===== src/rpfx_pkg.sv =====
`timescale 1ns / 1ps
`default_nettype none
package rpfx_pkg;

  localparam int DEF_MAX_WIDTH  = 4096;
  localparam int DEF_MAX_OFFSET = 8;

  // fixed field widths
  localparam int STR_W      = 11;
  localparam int HGT_W      = 13;
  localparam int ROW_W      = 12;
  localparam int ROW_LIMIT  = 4096;
  localparam int CFG_IDX_W  = 8;
  localparam int CFG_DATA_W = 13;
  localparam int FAC_W      = 18;
  localparam int Q_W        = 17;

  localparam logic [CFG_IDX_W-1:0] REG_EFFECT   = 8'd0;
  localparam logic [CFG_IDX_W-1:0] REG_STRENGTH = 8'd1;
  localparam logic [CFG_IDX_W-1:0] REG_WIDTH    = 8'd2;
  localparam logic [CFG_IDX_W-1:0] REG_HEIGHT   = 8'd3;

  localparam logic [2:0] EFF_NONE  = 3'd0;
  localparam logic [2:0] EFF_CRT   = 3'd1;
  localparam logic [2:0] EFF_SCAN  = 3'd2;
  localparam logic [2:0] EFF_BLOOM = 3'd3;
  localparam logic [2:0] EFF_ABR   = 3'd4;

  localparam logic [2:0]        RST_EFFECT   = EFF_NONE;
  localparam logic [STR_W-1:0]  RST_STRENGTH = 11'd256;
  localparam logic [HGT_W-1:0]  RST_WIDTH    = 13'd320;
  localparam logic [HGT_W-1:0]  RST_HEIGHT   = 13'd240;

  localparam logic [STR_W-1:0] CRT_SHIFT_MIN = 11'd77;
  localparam logic [FAC_W-1:0] FAC_ONE       = 18'd65536;
  // ceil(2^22 / 5): exact floor(n/5) for n < 2^22
  localparam logic [19:0]      RECIP5        = 20'd838861;
  // ceil(2^11 / 3): exact floor(n/3) for n < 2^11
  localparam logic [19:0]      RECIP3        = 20'd683;

  typedef enum logic [2:0] {
    MS_DXDX,
    MS_DYDY,
    MS_WW,
    MS_HH,
    MS_NUMS
  } mul_sel_t;

  typedef struct packed {
    logic     cfg_wr;
    logic     load;
    logic     mul_en;
    mul_sel_t msel;
    logic     num_ld;
    logic     num_add;
    logic     den_ld;
    logic     den_add;
    logic     div_init;
    logic     div_sat;
    logic     div_step;
    logic     fac_ld;
    logic     scl_ld;
    logic     ab_init;
    logic     ab_rd;
    logic     ab_dec;
    logic     out_ld;
    logic     out_ab;
    logic     adv;
  } cmd_t;

  typedef struct packed {
    logic [2:0] eff;
    logic       ab_none;
    logic       ab_end;
    logic       out_free;
  } sts_t;

endpackage
`default_nettype wire


===== src/rpfx_if.sv =====
`timescale 1ns / 1ps
`default_nettype none
interface rpfx_pix_if;
  logic        valid;
  logic        ready;
  logic [31:0] pixel_in;
  modport source (output valid, output pixel_in, input ready);
  modport sink   (input valid, input pixel_in, output ready);
endinterface

interface rpfx_res_if;
  logic        valid;
  logic        ready;
  logic [31:0] pixel_out;
  logic        last_of_run;
  modport source (output valid, output pixel_out, output last_of_run, input ready);
  modport sink   (input valid, input pixel_out, input last_of_run, output ready);
endinterface

interface rpfx_cfg_if;
  import rpfx_pkg::*;
  logic                  valid;
  logic                  ready;
  logic [CFG_IDX_W-1:0]  index;
  logic [CFG_DATA_W-1:0] data;
  modport source (output valid, output index, output data, input ready);
  modport sink   (input valid, input index, input data, output ready);
endinterface
`default_nettype wire


===== src/rpfx_ctrl.sv =====
`timescale 1ns / 1ps
`default_nettype none
module rpfx_ctrl (
  input  wire             clk,
  input  wire             rst_n,
  input  wire             in_valid,
  output logic            in_ready,
  input  wire             cfg_valid,
  output logic            cfg_ready,
  input  rpfx_pkg::sts_t  sts,
  output rpfx_pkg::cmd_t  cmd
);
  import rpfx_pkg::*;

  typedef enum logic [3:0] {
    ST_IDLE, ST_M1, ST_M2, ST_M3, ST_M4, ST_M5, ST_DPRE, ST_DSAT, ST_DIV,
    ST_FAC, ST_SCL, ST_EMIT, ST_AB0, ST_ABRD, ST_ABEM
  } state_t;

  localparam int CNT_W = $clog2(Q_W);

  state_t           state_r, state_nxt;
  logic [CNT_W-1:0] cnt_r, cnt_nxt;

  assign cfg_ready = (state_r == ST_IDLE);
  assign in_ready  = (state_r == ST_IDLE) && !cfg_valid;

  always_comb begin
    state_nxt = state_r;
    cnt_nxt   = cnt_r;
    cmd       = '0;
    unique case (state_r)
      ST_IDLE: begin
        if (cfg_valid) begin
          cmd.cfg_wr = 1'b1;
        end else if (in_valid) begin
          cmd.load = 1'b1;
          if (sts.eff == EFF_CRT) state_nxt = ST_M1;
          else if (sts.eff == EFF_ABR) state_nxt = ST_AB0;
          else state_nxt = ST_FAC;
        end
      end
      // vignette: dx^2 + dy^2, w^2 + h^2, num*S on the shared multiplier
      ST_M1: begin
        cmd.mul_en = 1'b1; cmd.msel = MS_DXDX; state_nxt = ST_M2;
      end
      ST_M2: begin
        cmd.num_ld = 1'b1; cmd.mul_en = 1'b1; cmd.msel = MS_DYDY; state_nxt = ST_M3;
      end
      ST_M3: begin
        cmd.num_add = 1'b1; cmd.mul_en = 1'b1; cmd.msel = MS_WW; state_nxt = ST_M4;
      end
      ST_M4: begin
        cmd.den_ld = 1'b1; cmd.mul_en = 1'b1; cmd.msel = MS_HH; state_nxt = ST_M5;
      end
      ST_M5: begin
        cmd.den_add = 1'b1; cmd.mul_en = 1'b1; cmd.msel = MS_NUMS; state_nxt = ST_DPRE;
      end
      ST_DPRE: begin
        cmd.div_init = 1'b1; state_nxt = ST_DSAT;
      end
      ST_DSAT: begin
        cmd.div_sat = 1'b1;
        cnt_nxt     = CNT_W'(Q_W - 1);
        state_nxt   = ST_DIV;
      end
      ST_DIV: begin
        cmd.div_step = 1'b1;
        if (cnt_r == '0) state_nxt = ST_FAC;
        else cnt_nxt = cnt_r - 1'b1;
      end
      ST_FAC: begin
        cmd.fac_ld = 1'b1; state_nxt = ST_SCL;
      end
      ST_SCL: begin
        cmd.scl_ld = 1'b1; state_nxt = ST_EMIT;
      end
      ST_EMIT: begin
        if (sts.out_free) begin
          cmd.out_ld = 1'b1;
          cmd.adv    = 1'b1;
          state_nxt  = ST_IDLE;
        end
      end
      ST_AB0: begin
        cmd.ab_init = 1'b1;
        if (sts.ab_none) begin
          cmd.adv   = 1'b1;
          state_nxt = ST_IDLE;
        end else begin
          state_nxt = ST_ABRD;
        end
      end
      ST_ABRD: begin
        cmd.ab_rd = 1'b1; state_nxt = ST_ABEM;
      end
      ST_ABEM: begin
        if (sts.out_free) begin
          cmd.out_ld = 1'b1;
          cmd.out_ab = 1'b1;
          if (sts.ab_end) begin
            cmd.adv   = 1'b1;
            state_nxt = ST_IDLE;
          end else begin
            cmd.ab_dec = 1'b1;
            state_nxt  = ST_ABRD;
          end
        end
      end
      default: state_nxt = ST_IDLE;
    endcase
  end

  always_ff @(posedge clk) begin
    if (!rst_n) begin
      state_r <= ST_IDLE;
      cnt_r   <= '0;
    end else begin
      state_r <= state_nxt;
      cnt_r   <= cnt_nxt;
    end
  end

endmodule
`default_nettype wire


===== src/rpfx_dp.sv =====
`timescale 1ns / 1ps
`default_nettype none
module rpfx_dp #(
  parameter int MAX_WIDTH  = rpfx_pkg::DEF_MAX_WIDTH,
  parameter int MAX_OFFSET = rpfx_pkg::DEF_MAX_OFFSET
) (
  input  wire                              clk,
  input  wire                              rst_n,
  input  rpfx_pkg::cmd_t                   cmd,
  output rpfx_pkg::sts_t                   sts,
  input  wire [rpfx_pkg::CFG_IDX_W-1:0]    cfg_index,
  input  wire [rpfx_pkg::CFG_DATA_W-1:0]   cfg_data,
  input  wire [31:0]                       pixel_in,
  output logic                             out_valid,
  input  wire                              out_ready,
  output logic [31:0]                      pixel_out,
  output logic                             last_of_run
);
  import rpfx_pkg::*;

  localparam int WW   = $clog2(MAX_WIDTH + 1);
  localparam int XW   = $clog2(MAX_WIDTH);
  localparam int CW   = (WW > HGT_W) ? WW : HGT_W;
  localparam int NW   = 2 * CW + 1;
  localparam int PRW  = NW + CW;
  localparam int DIVW = NW + STR_W + 7;
  localparam int WD   = 2 * MAX_OFFSET + 1;
  localparam int AW   = $clog2(WD);
  localparam int OW   = $clog2(MAX_OFFSET + 1);

  // configuration
  logic [2:0]       eff_r;
  logic [STR_W-1:0] str_r;
  logic [HGT_W-1:0] fw_r, fh_r;

  // position and row state
  logic [XW-1:0]    x_r;
  logic [ROW_W-1:0] y_r;
  logic [AW-1:0]    wp_r;
  logic [7:0]       prev_r;

  // payload
  logic [31:0]      px_r;
  logic [PRW-1:0]   prod_r;
  logic [NW-1:0]    num_r, den_r;
  logic [DIVW-1:0]  rem_r, ds_r;
  logic [Q_W-1:0]   q_r;
  logic             sat_r;
  logic [FAC_W-1:0] fac_r;
  logic [31:0]      res_r;
  logic [7:0]       vr_r;
  logic [AW-1:0]    d_r, dend_r;
  logic [31:0]      rd_c_r, rd_red_r;
  logic [31:0]      win_r [WD];
  logic             out_valid_r;
  logic [31:0]      out_pix_r;
  logic             out_last_r;

  logic [WW-1:0]    w;
  logic [HGT_W-1:0] h;
  logic             last_col, cfg_hit;
  logic [CW-1:0]    dx, dy;
  logic [NW-1:0]    ma;
  logic [CW-1:0]    mb;
  logic [39:0]      scan_p, bloom_p;
  logic [19:0]      bloom_n;
  logic [17:0]      scan_dec, bloom_dec, up_t;
  logic [FAC_W-1:0] scan_f, bloom_f, fac_nxt;
  logic [9:0]       up, lsum;
  logic [7:0]       thr;
  logic [19:0]      lum_p;
  logic [8:0]       lum;
  logic [7:0]       vr, outr;
  logic [4:0]       off_raw;
  logic [OW-1:0]    off;
  logic             x_ge_off;
  logic [31:0]      dr_sum, dr_d;
  logic [AW-1:0]    addr_c, addr_red;

  function automatic logic [7:0] scale_c(input logic [7:0] c, input logic [FAC_W-1:0] f);
    logic [FAC_W+7:0] p;
    p = (FAC_W+8)'(c) * (FAC_W+8)'(f);
    if (p[FAC_W+7:16] > 10'd255) return 8'hFF;
    return p[23:16];
  endfunction

  // ring slot of the pixel d columns back from the current one
  function automatic logic [AW-1:0] slot_of(input logic [AW-1:0] wp, input logic [31:0] d);
    logic [31:0] t;
    t = (32'(wp) >= d) ? 32'(wp) - d : 32'(wp) + 32'(WD) - d;
    return AW'(t);
  endfunction

  always_comb begin
    if (fw_r == '0) w = WW'(1);
    else if (32'(fw_r) > 32'(MAX_WIDTH)) w = WW'(MAX_WIDTH);
    else w = WW'(fw_r);
    if (fh_r == '0) h = HGT_W'(1);
    else if (32'(fh_r) > 32'(ROW_LIMIT)) h = HGT_W'(ROW_LIMIT);
    else h = fh_r;
  end

  assign last_col = (32'(x_r) + 32'd1) >= 32'(w);
  assign cfg_hit  = cmd.cfg_wr && (cfg_index <= REG_HEIGHT);

  // |2x - w| and |2y - h|
  always_comb begin
    logic [CW:0] a, b;
    a  = (CW+1)'({x_r, 1'b0});
    b  = (CW+1)'(w);
    dx = CW'((a >= b) ? a - b : b - a);
    a  = (CW+1)'({y_r, 1'b0});
    b  = (CW+1)'(h);
    dy = CW'((a >= b) ? a - b : b - a);
  end

  always_comb begin
    case (cmd.msel)
      MS_DXDX: begin ma = NW'(dx); mb = dx; end
      MS_DYDY: begin ma = NW'(dy); mb = dy; end
      MS_WW:   begin ma = NW'(w);  mb = CW'(w); end
      MS_HH:   begin ma = NW'(h);  mb = CW'(h); end
      MS_NUMS: begin ma = num_r;   mb = CW'(str_r); end
      default: begin ma = '0;      mb = '0; end
    endcase
  end

  // strength-derived factors
  always_comb begin
    scan_p    = 40'({str_r, 9'b0}) * 40'(RECIP5);
    scan_dec  = scan_p[39:22];
    scan_f    = (scan_dec >= FAC_ONE) ? '0 : FAC_ONE - scan_dec;
    bloom_n   = 20'(str_r) * 20'd384;
    bloom_p   = 40'(bloom_n) * 40'(RECIP5);
    bloom_dec = bloom_p[39:22];
    bloom_f   = FAC_ONE + bloom_dec;
    up_t      = 18'(str_r) * 18'd100 + 18'd255;
    up        = up_t[17:8];
    thr       = (up > 10'd100) ? 8'd100 : 8'(10'd200 - up);
    lsum      = 10'(px_r[31:24]) + 10'(px_r[23:16]) + 10'(px_r[15:8]);
    lum_p     = 20'(lsum) * RECIP3;
    lum       = lum_p[19:11];
    case (eff_r)
      EFF_CRT:   fac_nxt = (sat_r || q_r[Q_W-1]) ? '0 : FAC_ONE - FAC_W'(q_r);
      EFF_SCAN:  fac_nxt = y_r[0] ? FAC_ONE : scan_f;
      EFF_BLOOM: fac_nxt = (lum > 9'(thr)) ? bloom_f : FAC_ONE;
      default:   fac_nxt = FAC_ONE;
    endcase
  end

  assign vr   = scale_c(px_r[31:24], fac_r);
  assign outr = (eff_r == EFF_CRT && str_r >= CRT_SHIFT_MIN && x_r != '0) ? prev_r : vr;

  // aberration: blue always comes from the newest pixel of the row
  always_comb begin
    off_raw = 5'((12'(str_r) + 12'd64) >> 7);
    if (off_raw == '0) off = OW'(1);
    else if (32'(off_raw) > 32'(MAX_OFFSET)) off = OW'(MAX_OFFSET);
    else off = OW'(off_raw);
    x_ge_off = 32'(x_r) >= 32'(off);
    dr_sum   = 32'(d_r) + 32'(off);
    dr_d     = (dr_sum > 32'(x_r)) ? 32'(x_r) : dr_sum;
    addr_c   = slot_of(wp_r, 32'(d_r));
    addr_red = slot_of(wp_r, dr_d);
  end

  assign sts.eff      = eff_r;
  assign sts.ab_none  = !last_col && !x_ge_off;
  assign sts.ab_end   = (d_r == dend_r);
  assign sts.out_free = !out_valid_r || out_ready;

  assign out_valid   = out_valid_r;
  assign pixel_out   = out_pix_r;
  assign last_of_run = out_last_r;

  always_ff @(posedge clk) begin
    if (!rst_n) begin
      eff_r       <= RST_EFFECT;
      str_r       <= RST_STRENGTH;
      fw_r        <= RST_WIDTH;
      fh_r        <= RST_HEIGHT;
      x_r         <= '0;
      y_r         <= '0;
      wp_r        <= '0;
      prev_r      <= '0;
      out_valid_r <= 1'b0;
    end else begin
      if (cfg_hit) begin
        unique case (cfg_index)
          REG_EFFECT:   eff_r <= cfg_data[2:0];
          REG_STRENGTH: str_r <= cfg_data[STR_W-1:0];
          REG_WIDTH:    fw_r  <= cfg_data;
          REG_HEIGHT:   fh_r  <= cfg_data;
          default: ;
        endcase
        x_r    <= '0;
        y_r    <= '0;
        wp_r   <= '0;
        prev_r <= '0;
      end else if (cmd.adv) begin
        if (last_col) begin
          x_r    <= '0;
          wp_r   <= '0;
          prev_r <= '0;
          y_r    <= (32'(y_r) + 32'd1 >= 32'(h)) ? '0 : y_r + 1'b1;
        end else begin
          x_r    <= x_r + 1'b1;
          wp_r   <= (32'(wp_r) == WD - 1) ? '0 : wp_r + 1'b1;
          prev_r <= vr_r;
        end
      end
      if (cmd.out_ld) out_valid_r <= 1'b1;
      else if (out_ready) out_valid_r <= 1'b0;
    end
  end

  always_ff @(posedge clk) begin
    if (cmd.load) begin
      px_r       <= pixel_in;
      win_r[wp_r] <= pixel_in;
    end
    if (cmd.mul_en) prod_r <= PRW'(ma) * PRW'(mb);
    if (cmd.num_ld)  num_r <= NW'(prod_r);
    if (cmd.num_add) num_r <= num_r + NW'(prod_r);
    if (cmd.den_ld)  den_r <= NW'(prod_r);
    if (cmd.den_add) den_r <= den_r + NW'(prod_r);
    if (cmd.div_init) begin
      rem_r <= DIVW'(prod_r[NW+STR_W-1:0]) << 7;
      ds_r  <= DIVW'(den_r) << (Q_W - 1);
      q_r   <= '0;
    end
    // quotient of 2^17 or more saturates the vignette to black
    if (cmd.div_sat) sat_r <= rem_r >= (ds_r << 1);
    if (cmd.div_step) begin
      if (rem_r >= ds_r) begin
        rem_r <= rem_r - ds_r;
        q_r   <= {q_r[Q_W-2:0], 1'b1};
      end else begin
        q_r   <= {q_r[Q_W-2:0], 1'b0};
      end
      ds_r <= ds_r >> 1;
    end
    if (cmd.fac_ld) fac_r <= fac_nxt;
    if (cmd.scl_ld) begin
      vr_r  <= vr;
      res_r <= {outr, scale_c(px_r[23:16], fac_r), scale_c(px_r[15:8], fac_r), px_r[7:0]};
    end
    if (cmd.ab_init) begin
      d_r    <= last_col ? (x_ge_off ? AW'(off) : AW'(x_r)) : AW'(off);
      dend_r <= last_col ? '0 : AW'(off);
    end
    if (cmd.ab_dec) d_r <= d_r - 1'b1;
    if (cmd.ab_rd) begin
      rd_c_r   <= win_r[addr_c];
      rd_red_r <= win_r[addr_red];
    end
    if (cmd.out_ld) begin
      if (cmd.out_ab) begin
        out_pix_r  <= {rd_red_r[31:24], rd_c_r[23:16], px_r[15:8], rd_c_r[7:0]};
        out_last_r <= (d_r == dend_r);
      end else begin
        out_pix_r  <= res_r;
        out_last_r <= 1'b1;
      end
    end
  end

endmodule
`default_nettype wire


===== src/retro_pixel_postfx_pass.sv =====
`timescale 1ns / 1ps
`default_nettype none
// channel   dir  handshake      payload
// in_pix    in   valid/ready    pixel_in[31:0]
// out_res   out  valid/ready    pixel_out[31:0], last_of_run
// cfg_wr    in   valid/ready    index[7:0], data[12:0]
//
// One pixel at a time. Pass-through, scanlines, bloom: factor, scale, then emit.
// CRT: five passes over the shared multiplier and a 17-step restoring
// divide for the vignette factor come before factor, scale and emit.
// Aberration: a start step, then a window read and an emit per result word.
// Output word held in a register until taken; reset is synchronous, active low.
module retro_pixel_postfx_pass #(
  parameter int MAX_WIDTH  = rpfx_pkg::DEF_MAX_WIDTH,
  parameter int MAX_OFFSET = rpfx_pkg::DEF_MAX_OFFSET
) (
  input  wire                clk,
  input  wire                rst_n,
  rpfx_pix_if.sink           in_pix,
  rpfx_res_if.source         out_res,
  rpfx_cfg_if.sink           cfg_wr
);
  import rpfx_pkg::*;

  cmd_t cmd;
  sts_t sts;
  logic in_rdy, cfg_rdy;

  assign in_pix.ready = in_rdy;
  assign cfg_wr.ready = cfg_rdy;

  rpfx_ctrl u_ctrl (
    .clk       (clk),
    .rst_n     (rst_n),
    .in_valid  (in_pix.valid),
    .in_ready  (in_rdy),
    .cfg_valid (cfg_wr.valid),
    .cfg_ready (cfg_rdy),
    .sts       (sts),
    .cmd       (cmd)
  );

  rpfx_dp #(
    .MAX_WIDTH  (MAX_WIDTH),
    .MAX_OFFSET (MAX_OFFSET)
  ) u_dp (
    .clk         (clk),
    .rst_n       (rst_n),
    .cmd         (cmd),
    .sts         (sts),
    .cfg_index   (cfg_wr.index),
    .cfg_data    (cfg_wr.data),
    .pixel_in    (in_pix.pixel_in),
    .out_valid   (out_res.valid),
    .out_ready   (out_res.ready),
    .pixel_out   (out_res.pixel_out),
    .last_of_run (out_res.last_of_run)
  );

endmodule
`default_nettype wire


===== src/flat_wrapper.sv =====
// flat-port wrapper written by rule: the top's interface ports become plain ports
module retro_pixel_postfx_pass_flat import rpfx_pkg::*;
#(
  parameter int MAX_WIDTH  = rpfx_pkg::DEF_MAX_WIDTH,
  parameter int MAX_OFFSET = rpfx_pkg::DEF_MAX_OFFSET
)
  (clk, rst_n, in_pix_valid, in_pix_pixel_in, in_pix_ready, out_res_valid, out_res_pixel_out, out_res_last_of_run, out_res_ready, cfg_wr_valid, cfg_wr_index, cfg_wr_data, cfg_wr_ready);
  rpfx_pix_if in_pix_i ();
  rpfx_res_if out_res_i ();
  rpfx_cfg_if cfg_wr_i ();
  input  wire clk;
  input  wire rst_n;
  input wire logic [$bits(in_pix_i.valid)-1:0] in_pix_valid;
  input wire logic [$bits(in_pix_i.pixel_in)-1:0] in_pix_pixel_in;
  output wire logic [$bits(in_pix_i.ready)-1:0] in_pix_ready;
  output wire logic [$bits(out_res_i.valid)-1:0] out_res_valid;
  output wire logic [$bits(out_res_i.pixel_out)-1:0] out_res_pixel_out;
  output wire logic [$bits(out_res_i.last_of_run)-1:0] out_res_last_of_run;
  input wire logic [$bits(out_res_i.ready)-1:0] out_res_ready;
  input wire logic [$bits(cfg_wr_i.valid)-1:0] cfg_wr_valid;
  input wire logic [$bits(cfg_wr_i.index)-1:0] cfg_wr_index;
  input wire logic [$bits(cfg_wr_i.data)-1:0] cfg_wr_data;
  output wire logic [$bits(cfg_wr_i.ready)-1:0] cfg_wr_ready;
  assign in_pix_i.valid = in_pix_valid;
  assign in_pix_i.pixel_in = in_pix_pixel_in;
  assign in_pix_ready = in_pix_i.ready;
  assign out_res_valid = out_res_i.valid;
  assign out_res_pixel_out = out_res_i.pixel_out;
  assign out_res_last_of_run = out_res_i.last_of_run;
  assign out_res_i.ready = out_res_ready;
  assign cfg_wr_i.valid = cfg_wr_valid;
  assign cfg_wr_i.index = cfg_wr_index;
  assign cfg_wr_i.data = cfg_wr_data;
  assign cfg_wr_ready = cfg_wr_i.ready;
  retro_pixel_postfx_pass #(.MAX_WIDTH(MAX_WIDTH), .MAX_OFFSET(MAX_OFFSET)) u_core (.clk(clk), .rst_n(rst_n), .in_pix(in_pix_i), .out_res(out_res_i), .cfg_wr(cfg_wr_i));
endmodule

===== config.mk =====
export PLATFORM = sky130hd
export DESIGN_NAME = retro_pixel_postfx_pass_flat
export DESIGN_NICKNAME = d
export VERILOG_FILES = /design/src/rpfx_pkg.sv /design/src/rpfx_if.sv /design/src/rpfx_ctrl.sv /design/src/rpfx_dp.sv /design/src/retro_pixel_postfx_pass.sv /design/src/flat_wrapper.sv
export SDC_FILE = /design/constraint.sdc
export NUM_CORES = 2
export LEC_CHECK = 0
export ABC_AREA = 0
export BUFFER_PORTS_ARGS = -buffer_cell sky130_fd_sc_hd__buf_2
export CAP_MARGIN = 20
export CORE_ASPECT_RATIO = 1.5
export CORE_UTILIZATION = 30
export CTS_CLUSTER_DIAMETER = 200
export CTS_CLUSTER_SIZE = 16
export DETAILED_ROUTE_END_ITERATION = 12
export GPL_ROUTABILITY_DRIVEN = 0
export SKIP_CTS_REPAIR_TIMING = 1
export SYNTH_ARGS = -nofsm -noshare
export SYNTH_HDL_FRONTEND = slang
export SYNTH_SLANG_ARGS = --single-unit

===== constraint.sdc =====
create_clock -name clk -period 10.88 [get_ports clk]
set_clock_uncertainty 0.05 [all_clocks]
set_input_delay 2.176 -clock clk [delete_from_list [all_inputs] [get_ports clk]]
set_output_delay 2.176 -clock clk [all_outputs]
set_load 0.05 [all_outputs]

* Yosys cells after proc, flatten, opt, wreduce, memory -nomap -nowiden *
Memories as Yosys holds them, arrays and structs flattened. A register that Yosys moved wholly into a read port is not among the register bits.
Cells that the tools add are included.
Widths: inputs -> output; s select.

storage, ports and cells
  flip-flop bits (word level) = 418
  bits in writable memories = 544
  bits of input ports = 58
  output and inout port bits = 36
  word-level logic and storage cells = 248
  memories = 1

memories
  memory             depth  width  read ports  clocked after memory_dff  write ports  line           text
  u_core.u_dp.win_r  17     32     2           2                         1            rpfx_dp.sv:54  logic [31:0] win_r [WD];

operators by class
  $add $sub $neg = 28
  $mul = 9
  order comparisons = 21
  equal/unequal tests = 33
  multiplexer cells = 94
  bitwise gates (word level) = 1
  reductions and logical operators = 33

operator list
  kind                    count
  $mux 45                 3
  $pmux 27 s5             1
  $mux 27                 4
  $mul 8x18->26           3
  $mux 13                 6
  $mux 18                 4
  $mux 8                  9
  $pmux 13 s5             1
  $pmux 4 s15             1
  $add 27x27->27          2
  $pmux 18 s3             1
  $ge 13x13->1            4
  $sub 13x13->13          4
  $ge 45x43->1            1
  $ge 45x44->1            1
  $mux 5                  9
  $sub 45x43->45          1
  $mux 4                  11
  $mux 43                 1
  $mux 42                 1
  $mul 27x13->38          1
  $mux 12                 3
  $mux 17                 2
  $mul 13x20->33 const B  1
  66 further kinds        144

* Logic depth before layout (Yosys ltp) *
  depth after elaboration = 10
  mapped depth = 42

* Hierarchy *
Synthesis repeated with hierarchy kept, for this count alone.

second synthesis, totals
  cell total of the unflattened synthesis = 7253
  area total of the unflattened synthesis = 76296.9 um^2

modules (own cells, without submodules)
  module     times used  cells each  area each (um^2)  sequential area each (um^2)
  rpfx_dp    1           7139        75458.6           23993.0
  rpfx_ctrl  1           114         838.3             180.2

* Worst setup path before layout *
No wires, ideal clock.

  kind = flip-flop to flip-flop
  from = reg u_core.u_ctrl.state_r[1]
  to = reg u_core.u_dp.prod_r[37] (data pin)
  setup time = 0.260 ns
  data arrival time = 8.811 ns
  data required time = 10.570 ns
  setup slack = 1.759 ns
  stages on the path, launching flop included = 32
  path buffers = 3
  cell sequence = dfxtp_1 > clkbuf_1 > nand2b_1 > clkbuf_1 > nor2_1 > nor2_1 > nand2_1 > a2111oi_0 > a311oi_1 > nand2_1 > a211oi_1 > buf_2 > nor2_1 > fa_1 > fa_1 > fa_1 > fa_1 > inv_1 > fa_1 > inv_1 > ha_1 > and3_1 > a221oi_1 > o21bai_1 > a21oi_1 > o2111ai_1 > nand2_1 > o31ai_1 > o41ai_1 > o2111ai_1 > a21oi_1 > xnor2_1

between the ends
  word-level cells in the longest chain between the ends = 5

RTL lines
  what                                               line              text
  from (decl)                                        rpfx_ctrl.sv:22   state_t state_r, state_nxt;
  from (signal assigned)                             rpfx_ctrl.sv:119  state_r <= state_nxt;
  $eq 4x3->1, or another cell as far along           rpfx_ctrl.sv:32   unique case (state_r)
  $pmux 4 s5 *                                       rpfx_ctrl.sv:32
  $eq 3x3->1, or another cell as far along           rpfx_dp.sv:118    case (cmd.msel)
  $pmux 27 s5 / $pmux 13 s5 (equally long branches)  rpfx_dp.sv:118
  $mul 27x13->38 *                                   rpfx_dp.sv:222    if (cmd.mul_en) prod_r <= PRW'(ma) * PRW'(mb);
  to (signal assigned)                               rpfx_dp.sv:222
  to (decl)                                          rpfx_dp.sv:44     logic [PRW-1:0] prod_r;

Mark *: on every way between the ends. The rest lies on a longest branch, timed or not.
A chain may end at the register's enable or synchronous reset.

* Worst setup path in the final report *
  from = reg u_core.u_dp.fw_r[12]
  to = reg u_core.u_dp.prod_r[36] (data pin)

between the ends
  word-level cells in the longest chain between the ends = 7

RTL lines
  what                                                   line            text
  from (decl)                                            rpfx_dp.sv:34   logic [HGT_W-1:0] fw_r, fh_r;
  from (signal assigned)                                 rpfx_dp.sv:192  REG_WIDTH: fw_r <= cfg_data;
  $gt 13x13->1                                           rpfx_dp.sv:96   else if (32'(fw_r) > 32'(MAX_WIDTH)) w = WW'(MAX_WIDTH);
  $mux 13                                                rpfx_dp.sv:96
  $mux 13 *                                              rpfx_dp.sv:95   if (fw_r == '0) w = WW'(1);
  $sub 13x13->13 / $ge 13x13->1 (equally long branches)  rpfx_dp.sv:111  dx = CW'((a >= b) ? a - b : b - a);
  $mux 13                                                rpfx_dp.sv:111
  $pmux 27 s5 / $pmux 13 s5 (equally long branches)      rpfx_dp.sv:118
  $mul 27x13->38 *                                       rpfx_dp.sv:222

Marked as above.

==> impl_metrics.toml <==
[timing]
period_share_pct = 95.5
finalSetupViolCount = 0
max_freq_mhz = 96.3
hold_viol = 0
drv_slew = 0
rsz0062_at_grt = "false"
post-route-min-period_ns = 10.39
tightest_slew_ns = 1.11
slew_headroom_pct = 25.7
fin_setup_tns_ns = 0

[route]
num_vias = 54500
vias_per_cell = 5.08
wl_mm = 214
first_pass_iters = 6
wl_per_cell_um = 19.9
drt-initial-drc-count = 3584
drc = 0
drtAntennaViolNets = 0

[placement]
portBuffers = 93
hpwl_mm = 162
numPlacedInstances = 10600

[critical_path]
crit_family = "compound AO/OA/AOI/OAI gates"
path_max_fanout = 19
crit_arrival_ns = 10.78
cp.depth = 34
cp-end-kind = "register"
reg2reg_depth = 34
max_stage_delay_ns = 0.66
cpMaxStageDelayCell = "o32ai_2"
worstPathRequired_ns = 11.27
crit_buf_inv = 5
crit_type = "reg -> reg"
reg2reg_from = "u_core.u_dp.fw_r[12]"
crit_path_start_kind = "register"
startpoint = "u_core.u_dp.fw_r[12]"

[floorplan]
initial_core_util_pct = 30.1
ios = 94
die_h_um = 619
num_rows = 226
core-area_um2 = 253000
die_area_um2 = 256000
die_w_um = 413

[hold_path]
hp-start = "u_core.u_dp.px_r[0]"
holdPathStages = 0
hold_path_class = "reg -> reg"

[logic_synthesis]
synthMuxAreaShare_pct = 4.75
avgSynthCellArea_um2 = 10.3
synth-edff-count = 717
synthesis.area_um2 = 76100
ys.warnings.count = 0
synth_top_family_by_area = "adder cells"
ys_ff_latch = 849
yosys.area_share.simple_pct = 12.7
synth_fa_ha_area_share_pct = 30.7
synthArstFlopShare_pct = 0
synthFlopType = "edfxtp_1"
synth-xor-area-share_pct = 3.42
ys_types = 97
synthCells = 7354
synth_compound_area_share_pct = 10.2
yosysSeqAreaShare_pct = 31.8

[pwr]
swShare_pct = 46.3
power_frac_comb_pct = 66.7
power_frac_clock_pct = 11.2
ir_worst_vdd_uv = 1090
power.leakage_nw = 35.4
p_int_mw = 11.0
seq_power_share_pct = 22.1
switchingPower_mw = 9.44
power_mw = 20.4
powerDensity_nw_per_um2 = 246

[clock_tree]
cts_made_buffers = 60
clk_latency_ns = 0.77
cts.sinks = 849
cts_max_level = 2
cts_root_buf = "clkbuf_16"
path_clk_slew_ns = 0.08
cts_tree = "yes"
clockBufferDepth = 3

[final_layout]
finalNonFillerCells = 10700
area_growth_pct = 8.85
fillers = 25400
utilization_pct = 32.8
seqCellArea_um2 = 24200
drive_gt1_share_pct = 7.31
mostFrequentLayoutCell = "inv_1"
most-common-layout-cells = "inv_1 (1017), nand2_1 (835), ha_1 (735)"
multi_input_area_um2 = 47400
fin_nets = 8886

[grt]
grt_usage_pct = 16.6
grt_overflow = 0
antenna_found_initial = 13
grt_pass1_wl_mm = 332
grt_max_degree = 65
grt_pass1_vias = 58100

[run_status]
outcome = "complete, no violations"

[run]
maxCapViolCount = 0
-- flip-flops by register name, summed over array words and instances (netlist names), 11 cells and up --
name	cells
u_core.u_dp.fw_r	13
u_core.u_dp.rem_r	45
u_core.u_dp.x_r	12
u_core.u_dp.prod_r	38
u_core.u_dp.res_r	32
u_core.u_dp.rd_c_r	16
u_core.u_dp.y_r	12
u_core.u_dp.q_r	17
u_core.u_dp.str_r	11
u_core.u_dp.fac_r	18
u_core.u_dp.ds_r	43
u_core.u_dp.pixel_out	32
u_core.u_dp.fh_r	13
u_core.u_dp.px_r	32
u_core.u_dp.num_r	27
u_core.u_dp.den_r	27
u_core.u_dp.win_r	408
-- metal layers --
layer / global-route usage, % / up-vias / share of wire (%)
met1: 19.4 / 27500 / 39
met2: 30.1 / 1556 / 51
met4: 8.03 / 8 / 5.0
li1: - / 24900 / -
met3: 1.82 / 459 / 4.8
met5: 0 / - / 0.028
-- power by group through the flow --
stage	Combinational [mW]	Sequential, mW	Clock [mW]
floorplan	10.4	4.37	0
CTS	13.7	4.51	2.34
finish	13.6	4.52	2.28
detailed placement	13.5	4.59	0
global placement	13.1	4.58	0
global route	15.6	4.55	2.42
-- layout make-up --
type	count	area share, %
Antenna cell	6	0.0181
Clock buffer	96	1.98
Clock inverter	7	0.154
Inverter	1018	4.61
Multi-Input combinational cell	5235	57.2
Sequential cell	849	29.2
Tap cell	3306	4.99
Timing Repair Buffer	221	1.88
-- synthesized netlist by cell type, types with 100 or more instances --
master       n  share of area [%]
a21o_1     141                1.4
a21oi_1    316                2.1
and2_1     258                2.1
clkbuf_1   231                1.1
dfxtp_1    132                3.5
edfxtp_1   717                 28
fa_1       707                 19
ha_1       736                 12
inv_1     1017                5.0
nand2_1    838                4.1
nand3_1    103               0.68
nor2_1     354                1.7
o21ai_0    273                1.8
xnor2_1    194                2.2
xor2_1     100                1.2
-- metrics by stage --
step           setup WS (ns)  area, um2  hold slack, ns
2_1_floorplan           1.76      76200           0.350
5_1_grt               0.0134      82800           0.382
3_3_place_gp           0.739      80800           0.351
6_report               0.492      82800           0.372
4_1_cts                0.617      82600           0.372
3_5_place_dp           0.646      80900           0.355
-- cell families after synthesis --
kind of cell,after synthesis
xor gates and xnor gates,295
other,2
buffers and inverters,1293
muxes,234
and+or+nand+nor,2036
adders and majority gates,1443
AOI/OAI and AO/OA,1202
DFF,849
-- final timing paths --
path	endpoint	slack [ns]
max	u_core.u_dp.prod_r[36]	0.49
min	u_core.u_dp.res_r[0]	0.37
max reg2reg	u_core.u_dp.prod_r[36]	0.49
min reg2reg	u_core.u_dp.res_r[0]	0.37
Power figures use the tool's default switching activity.
